**config.mk**
```make
export PLATFORM = sky130hd
export DESIGN_NAME = pste_ctrl
export DESIGN_NICKNAME = d
export VERILOG_FILES = /design/src/sv/pste_pkg.sv /design/src/sv/pste_ctrl.sv
export SDC_FILE = /design/constraint.sdc
export NUM_CORES = 1
export LEC_CHECK = 0
export ABC_CLOCK_PERIOD_IN_PS = 1450
export BUFFER_PORTS_ARGS = -buffer_cell sky130_fd_sc_hd__buf_2
export CORE_MARGIN = 8
export CORE_UTILIZATION = 39
export CTS_CLUSTER_SIZE = 8
export DETAILED_ROUTE_END_ITERATION = 16
export PLACE_DENSITY = 0.69
export SYNTH_ARGS = -nofsm -noshare
export SYNTH_HDL_FRONTEND = slang
export SYNTH_SLANG_ARGS = --single-unit
```
**constraint.sdc**
```tcl
create_clock -name clk -period 1.45 [get_ports clk]
set_input_delay 0.145 -clock clk [delete_from_list [all_inputs] [get_ports clk]]
set_output_delay 0.145 -clock clk [all_outputs]
set_load 0.005 [all_outputs]
```
**src/sv/pste_pkg.sv**
```systemverilog
// pste_pkg: shared types and constants for the ptp source table engine
// no dependencies
package pste_pkg;

    localparam int MacW   = 48;
    localparam int StampW = 64;
    localparam int SeqW   = 16;
    localparam int MaskW  = 18;
    localparam logic [7:0] AccBase = 8'h20;
    localparam logic [7:0] AccTop  = 8'h31;

    typedef enum logic [1:0] {
        KIND_FRAME   = 2'd0,
        KIND_ROUND   = 2'd1,
        KIND_TXSTAMP = 2'd2,
        KIND_RESTART = 2'd3
    } kind_t;

    localparam logic [3:0] MsgSync     = 4'd0;
    localparam logic [3:0] MsgFollowUp = 4'd8;
    localparam logic [3:0] MsgDelayRsp = 4'd9;
    localparam logic [3:0] MsgAnnounce = 4'd11;

    localparam logic ResSample  = 1'b0;
    localparam logic ResRequest = 1'b1;

    typedef enum logic [3:0] {
        ST_IDLE,
        ST_SCAN,
        ST_DECIDE,
        ST_SYNC,
        ST_FOLLOW,
        ST_DRSP,
        ST_ANNOUNCE,
        ST_TXSTAMP,
        ST_DELAY,
        ST_ROUND,
        ST_EMIT,
        ST_RESTART
    } state_t;

    // controller to datapath
    typedef struct packed {
        logic load;       // capture input word
        logic scan_clr;   // reset scan index and flags
        logic scan_step;  // examine one slot
        logic sel_tx;     // use entry_index as working slot
        logic wr_sync;
        logic wr_follow;
        logic wr_drsp;
        logic wr_mac;
        logic wr_tx;
        logic wr_delay;
        logic round_step; // bump one slot in a delay round
        logic emit;       // load output register
        logic restart_step;
    } cmd_t;

    // datapath to controller
    typedef struct packed {
        logic [1:0] kind;
        logic frame_ok;
        logic scan_done;
        logic hit;
        logic free_found;
        logic [3:0] mtype;
        logic follow_ok;
        logic drsp_ok;
        logic announce_ok;
        logic tx_in_range;
        logic round_done;
        logic round_active;
        logic out_busy;
    } stat_t;

endpackage

```
**src/sv/pste_ctrl.sv**
```systemverilog
// pste_ctrl: sequencer for the ptp source table engine
// depends on pste_pkg
module pste_ctrl (
    input  logic            clk,
    input  logic            rst_n,
    input  logic            in_valid,
    output logic            in_ready,
    input  pste_pkg::stat_t st,
    output pste_pkg::cmd_t  cmd
);
    import pste_pkg::*;

    state_t state_reg, state_next;

    always_ff @(posedge clk or negedge rst_n)
    begin
        if (!rst_n)
            state_reg <= ST_IDLE;
        else
            state_reg <= state_next;
    end

    always_comb
    begin
        state_next = state_reg;
        cmd = '0;
        in_ready = 1'b0;
        unique case (state_reg)
            ST_IDLE:
            begin
                in_ready = 1'b1;
                if (in_valid)
                begin
                    cmd.load = 1'b1;
                    cmd.scan_clr = 1'b1;
                    state_next = ST_DECIDE;
                end
            end
            ST_DECIDE:
            begin
                unique case (kind_t'(st.kind))
                    KIND_FRAME:   state_next = st.frame_ok ? ST_SCAN : ST_IDLE;
                    KIND_ROUND:   state_next = ST_ROUND;
                    KIND_TXSTAMP: state_next = ST_TXSTAMP;
                    default:      state_next = ST_RESTART;
                endcase
            end
            ST_SCAN:
            begin
                if (st.hit || st.scan_done)
                begin
                    if (!st.hit)
                        state_next = ST_ANNOUNCE;
                    else if (st.mtype == MsgSync)
                        state_next = ST_SYNC;
                    else if (st.mtype == MsgFollowUp)
                        state_next = ST_FOLLOW;
                    else if (st.mtype == MsgDelayRsp)
                        state_next = ST_DRSP;
                    else
                        state_next = ST_IDLE;
                end
                else
                    cmd.scan_step = 1'b1;
            end
            ST_SYNC:
            begin
                cmd.wr_sync = 1'b1;
                state_next = ST_IDLE;
            end
            ST_FOLLOW:
            begin
                if (!st.follow_ok)
                    state_next = ST_IDLE;
                else if (!st.out_busy)
                begin
                    cmd.wr_follow = 1'b1;
                    state_next = ST_EMIT;
                end
            end
            ST_EMIT:
            begin
                if (!st.out_busy)
                begin
                    cmd.emit = 1'b1;
                    state_next = ST_IDLE;
                end
            end
            ST_DRSP:
            begin
                if (st.drsp_ok)
                begin
                    cmd.wr_drsp = 1'b1;
                    state_next = ST_DELAY;
                end
                else
                    state_next = ST_IDLE;
            end
            ST_ANNOUNCE:
            begin
                if (st.announce_ok && st.free_found)
                    cmd.wr_mac = 1'b1;
                state_next = ST_IDLE;
            end
            ST_TXSTAMP:
            begin
                cmd.sel_tx = 1'b1;
                if (st.tx_in_range)
                begin
                    cmd.wr_tx = 1'b1;
                    state_next = ST_DELAY;
                end
                else
                    state_next = ST_IDLE;
            end
            ST_DELAY:
            begin
                cmd.wr_delay = 1'b1;
                state_next = ST_IDLE;
            end
            ST_ROUND:
            begin
                if (st.round_done)
                    state_next = ST_IDLE;
                else if (!st.round_active)
                    cmd.round_step = 1'b1;
                else if (!st.out_busy)
                begin
                    cmd.round_step = 1'b1;
                    cmd.emit = 1'b1;
                end
            end
            ST_RESTART:
            begin
                cmd.restart_step = 1'b1;
                state_next = ST_IDLE;
            end
            default: state_next = ST_IDLE;
        endcase
    end

endmodule

```
==> impl_metrics.ini, run 1 <==
[finish]
diodes = 0
fin_cells = 152
drive_gt1_share_pct = 61.76
stdcell_area_um2 = 1085
largest_register_ffs = 4
syn_to_final_growth_pct = 67.05
fin_nets = 162

[worst_hold_path]
hp-class = in -> reg
min_from = st[0]

[synth]
synthCells = 82
ys_types = 41
synthMuxAreaShare_pct = 1.734
synthSimpleGateAreaFrac_pct = 41.81
synth-async-reset-ratio_pct = 100.0
avgSynthCellArea_um2 = 7.919
synth-seq-cells = 4
yosys.area_share.adder_pct = 7.707
ys_seq_area_share_pct = 15.41
synth_top_family_by_area = simple AND/OR/NAND/NOR gates
synth_top_area_share_pct = 15.41
yosys_most_used_dff = dfrtp_1
synth_area_um2 = 649.4
synth_edf_count = 0
syn-num-nets = 106
synth_compound_area_share_pct = 21.97
yosysTopAreaCell = dfrtp_1
synth_xor_area_share_pct = 1.349
synth_area_leaders = dfrtp_1 (15%), ha_1 (7.7%), nor2_1 (5.8%)
yosysWarnings = 0

[pwr]
combinationalPowerShare_pct = 76.7
p_leak_nw = 0.5446
power_density_nw_per_um2 = 1550
p_sw_w = 0.0007218
swShare_pct = 42.93
seqPwrFrac_pct = 14.9
clock_power_share_pct = 8.3
peakVddDrop_mv = 0.7695
intPower_w = 0.0009594

[sta]
final.setup.tns_ps = -792.9
timing.clock.skew_ps = 2.774
finalSetupViolCount = 10
hold_viol_final = 0
tightest_slew_ps = 337.4
slew_headroom_pct = 77.22
rsz0062_at_grt = yes
slew_viol_final = 0
finalCritPeriodShare_pct = 108.8
fin_crit_ps = 1578
fin_ws_ps = -128.0
fmax_ghz = 0.6337
hold_slack_ps = 210.3

[setup_path]
critPathArrivalTime_ps = 1740
critPathKind = reg -> reg
worst_ep_required_time_ps = 1610
crit_family = simple AND/OR/NAND/NOR gates
crit_path_start_kind = register
cpPeakStageDelay_ps = 440
r2r_start = state_reg[2]
crit_chain = buf_6 -> buf_4 -> nand4bb_1 -> a21oi_2 -> or4_4 -> o2bb2ai_2
cp_slowest_cell = dfrtp_2
cp-end-kind = register
crit_fanout = 6
critPathLaunch = state_reg[2]
critPathBufInv = 2

[clock_network]
htree_levels = 1
cts.sinks = 4
clockBufferDepth = 2
cts-root-buf = clkbuf_4
cts_made_buffers = 3
path_clk_slew_ps = 40
insertion_delay_ps = 240
cts_tree = yes

[floorplanning]
num_io_pins = 34
die_area_um2 = 3227
die_h_um = 56.81
rows = 14
chipWidth_um = 56.81
core-area_um2 = 1541
start_util_pct = 42.13

[run_status]
violations = negative setup slack
status = finished, violations left

[job]
max-cap-violations = 0

[routing]
via_count = 829
wire_per_inst_um = 15.68
viasPerCell = 5.454
route.detailed.drc = 0
drtAntennaViolNets = 0
first_iter_violations = 9
drtPass1Iterations = 4
routed_wl_um = 2383

[place]
place.gp.congestion = 0.7872
dpl_cell_area_um2 = 874.6
dp_slack_ps = -32.39
placed_cells = 136
dp_hpwl_um = 1642
io_buffers = 33

[grt]
grt_antenna_before_repair = 0
grt_pass1_wl_um = 3629
grt_overflow = 0
grt_pass1_vias = 855
grt_max_degree = 9
grt_usage_pct = 13.46
[power by group through the flow]
stage	registers, W	clock network (W)	logic (W)
2_1_floorplan	0.000179	0	0.000718
3_3_place_gp	0.000246	0	0.000960
3_5_place_dp	0.000246	0	0.000979
4_1_cts	0.000248	0.000142	0.00114
5_1_grt	0.000258	0.000150	0.00139
6_report	0.000251	0.000140	0.00129
[placed cells by master (no fill, tap or decap), drive strengths merged, types with 2 or more instances in the layout]
master	count
dfrtp	4
ha	4
a21oi	3
nor4	3
buf	57
a211oi	2
and2	2
nor2	10
nor3	4
inv	4
nor2b	2
nand3b	3
nand2	4
a21boi	2
o21ai	4
nand3	3
clkbuf	3
nand2b	4
[worst paths after layout]
| check | to | slack (ps) | depth (start not counted) |
|---|---|---|---|
| setup / recovery | state_reg[1] | -130 | 6 |
| hold / removal | state_reg[1] | 210 | 2 |
| setup reg to reg | state_reg[1] | -130 | 6 |
| hold reg to reg | state_reg[3] | 790 | 3 |
| max in group asynchronous | state_reg[3] | 1070 | 2 |
| min in group asynchronous | state_reg[0] | 240 | 2 |
[metrics by stage]
stage	total power, W	util [%]
2_1_floorplan	0.0008970	-
3_3_place_gp	0.001206	56.74
3_5_place_dp	0.001224	56.74
4_1_cts	0.001533	65.67
5_1_grt	0.001799	70.37
6_report	0.001681	70.37
[layer usage]
metal	vias up	global-route usage, %	wire, um
met5	-	0	0
met4	0	9.060	82
met3	11	6.742	223
met2	38	21.79	1135
met1	375	13.15	942
li1	405	-	-
[worst register-to-register path: stages (launching register included)]
cell and delay (ps):
dfrtp_2 440, buf_6 140, buf_4 130, nand4bb_1 130, a21oi_2 90, or4_4 440
o2bb2ai_2 120
[logic make-up after synthesis]
group | Yosys count
simple gates | 43
compound gates | 18
buf+inv | 11
fa+ha+maj | 4
flops | 4
xor+xnor | 1
mux | 1
[timing repair]
action,CTS,global route
endpoints found under the hold margin,4,0
setup buffers,8,4
setup endpoints to repair,15,14
gates resized for setup,13,9
pin swaps,5,5
hold buffers,1,0
[layout make-up]
| type | count | area, um2 |
|---|---|---|
| well taps | 16 | 20.02 |
| fillers | 128 | 456.7 |
| multi-input cells | 67 | 548.0 |
| repair buffers | 58 | 375.4 |
| inverters | 4 | 15.01 |
| clock buffers | 3 | 22.52 |
| flip-flops and latches | 4 | 103.9 |
[cells in the mapped netlist (2+ instances only)]
| cell | count |
|---|---|
| nor2_1 | 10 |
| buf_2 | 4 |
| dfrtp_1 | 4 |
| ha_1 | 4 |
| inv_1 | 4 |
| nand2_1 | 4 |
| nor3_1 | 4 |
| nand3_1 | 3 |
| nand3b_1 | 3 |
| nor4_1 | 3 |
| o21ai_0 | 3 |
| a211oi_1 | 2 |
| a21oi_1 | 2 |
| and2_1 | 2 |
| buf_6 | 2 |
| nand2b_1 | 2 |
| nor2b_1 | 2 |
Power figures use the tool's default switching activity.
==> inputs of run 2 (changes only) <==
--- a/config.mk
+++ b/config.mk
@@ -5,13 +5,13 @@
 export SDC_FILE = /design/constraint.sdc
 export NUM_CORES = 1
 export LEC_CHECK = 0
-export ABC_CLOCK_PERIOD_IN_PS = 1450
+export ABC_CLOCK_PERIOD_IN_PS = 1500
 export BUFFER_PORTS_ARGS = -buffer_cell sky130_fd_sc_hd__buf_2
 export CORE_MARGIN = 8
 export CORE_UTILIZATION = 39
 export CTS_CLUSTER_SIZE = 8
 export DETAILED_ROUTE_END_ITERATION = 16
-export PLACE_DENSITY = 0.69
+export PLACE_DENSITY = 0.67
 export SYNTH_ARGS = -nofsm -noshare
 export SYNTH_HDL_FRONTEND = slang
 export SYNTH_SLANG_ARGS = --single-unit
==> constraint.sdc (replaced) <==
create_clock -name clk -period 1.5 [get_ports clk]
set_input_delay 0.15 -clock clk [delete_from_list [all_inputs] [get_ports clk]]
set_output_delay 0.15 -clock clk [all_outputs]
set_load 0.005 [all_outputs]
==> run 2 against run 1 <==
Against the previous run: the flow still finishes with violations (negative setup slack); flip-flop and latch count stayed put; critical path depth is 1 lower; via count is 2.4% higher; sequential power is 2% higher; largest cell class unchanged.
==> impl_metrics.ini, run 2 (synthesized netlist as in run 1, its figures left out) <==
[place]
dp_slack_ps = 20.79
place.gp.congestion = 0.8186
io_buffers = 33
dp_hpwl_um = 1547

[setup_path]
cp-end-kind = output port
critPathArrivalTime_ps = 1440
worst_ep_required_time_ps = 1350
crit_path_start_kind = register
cpMostUsedCell = buf_6
cp_slowest_cell = dfrtp_2
critPathKind = reg -> out
crit_fanout = 4
cpPeakStageDelay_ps = 450
crit_chain = buf_6 -> nor2b_4 -> and3_4 -> and2_4 -> buf_6

[pwr]
finalPower_w = 0.001788
power_density_nw_per_um2 = 1567
combinationalPowerShare_pct = 77.6
p_sw_w = 0.0007266
p_leak_nw = 0.5747
seqPwrFrac_pct = 14.4
peakVddDrop_mv = 0.6443
intPower_w = 0.001061
clock_power_share_pct = 8.1
swShare_pct = 40.64

[clock_network]
path_clk_slew_ps = 40
htree_levels = 1
clockBufferDepth = 2
cts.sinks = 4
cts-root-buf = clkbuf_4
insertion_delay_ps = 250
cts_made_buffers = 3
cts_tree = yes

[floorplanning]
num_io_pins = 34
die_area_um2 = 3227
rows = 14
chipWidth_um = 56.81
die_h_um = 56.81
core-area_um2 = 1541
start_util_pct = 42.13

[grt]
grt_antenna_before_repair = 0
grt_pass1_vias = 841
grt_usage_pct = 13.74
grt_max_degree = 14
grt_overflow = 0
grt_pass1_wl_um = 3684

[routing]
viasPerCell = 5.477
via_count = 849
drtAntennaViolNets = 0
route.detailed.drc = 0
wire_per_inst_um = 15.89
first_iter_violations = 10
drtPass1Iterations = 4
routed_wl_um = 2463

[sta]
hold_viol_final = 0
fin_crit_ps = 1592
finalCritPeriodShare_pct = 106.1
fin_ws_ps = -91.69
tightest_slew_ps = 311.9
rsz0062_at_grt = yes
slew_viol_final = 0
finalSetupViolCount = 10
final.setup.tns_ps = -464.4
slew_headroom_pct = 78.94
timing.clock.skew_ps = 0.2021
fmax_ghz = 0.6283

[finish]
layout_commonest_cell = buf_2
drive_gt1_share_pct = 64.03
fin_nets = 165
largest_register_ffs = 4
utilization_pct = 74.03
layout_common_cells = buf_2 (31), buf_4 (21), nor2_1 (8), buf_6 (6)
syn_to_final_growth_pct = 75.72
fillers = 115
diodes = 0

[run_status]
status = finished, violations left
violations = negative setup slack

[worst_hold_path]
hp-class = in -> reg

[job]
max-cap-violations = 0
run 2: final cells by class:
type | count | area (um2) | area share (%)
clock buffer | 3 | 22.52 | 1.974
inverter | 4 | 15.01 | 1.316
multi-input combinational | 67 | 553.0 | 48.47
sequential | 4 | 105.1 | 9.211
tap | 16 | 20.02 | 1.754
timing repair buffer | 61 | 425.4 | 37.28
run 2: layer usage:
| layer | global-route usage [%] | up-vias | routed length (um) |
|---|---|---|---|
| met3 | 3.371 | 8 | 109 |
| met2 | 23.67 | 29 | 1264 |
| li1 | - | 411 | - |
| met4 | 8.725 | 0 | 72 |
| met1 | 14.43 | 401 | 1017 |
| met5 | 0 | - | 0 |
run 2: critical path: cells and delay by family, from the launching register on:
kind / cells / cell delay, ps
DFF: 1 / 450
and+or+nand+nor: 3 / 510
buffers and inverters: 2 / 240
run 2: worst paths after layout:
check | from | slack, ps | to | cells after the start
max | state_reg[3] | -90 | cmd[4] | 5
max in group asynchronous | rst_n | 1130 | state_reg[0] | 2
min in group asynchronous | rst_n | 240 | state_reg[2] | 2
max reg2reg | state_reg[1] | -60 | state_reg[2] | 5
min | st[0] | 210 | state_reg[1] | 2
min reg2reg | state_reg[3] | 780 | state_reg[3] | 3
run 2: what timing repair did:
item,in CTS,in global routing
pin swaps,4,11
setup endpoints to repair,12,11
hold buffers,1,0
endpoints found under the hold margin,4,0
gates cloned,0,0
gates resized for setup,16,12
setup buffers,14,5
run 2: stage by stage:
stage          hold WS (ps)  instance area [um2]  std cells
6_report              212.2                 1141        155
5_1_grt               216.4                 1141        155
4_1_cts               194.4                 1052        150
3_5_place_dp         -40.90                844.6        132
3_3_place_gp         -41.23                844.6        132
2_1_floorplan        -145.6                649.4         82
run 2: power groups by stage:
stage / combinational, W / clock, W / sequential (W)
after CTS: 0.00121 / 0.000147 / 0.000232
after detailed placement: 0.000867 / 0 / 0.000246
after floorplan: 0.000694 / 0 / 0.000173
after global routing: 0.00151 / 0.000152 / 0.000265
after global placement: 0.000861 / 0 / 0.000244
final: 0.00139 / 0.000144 / 0.000257
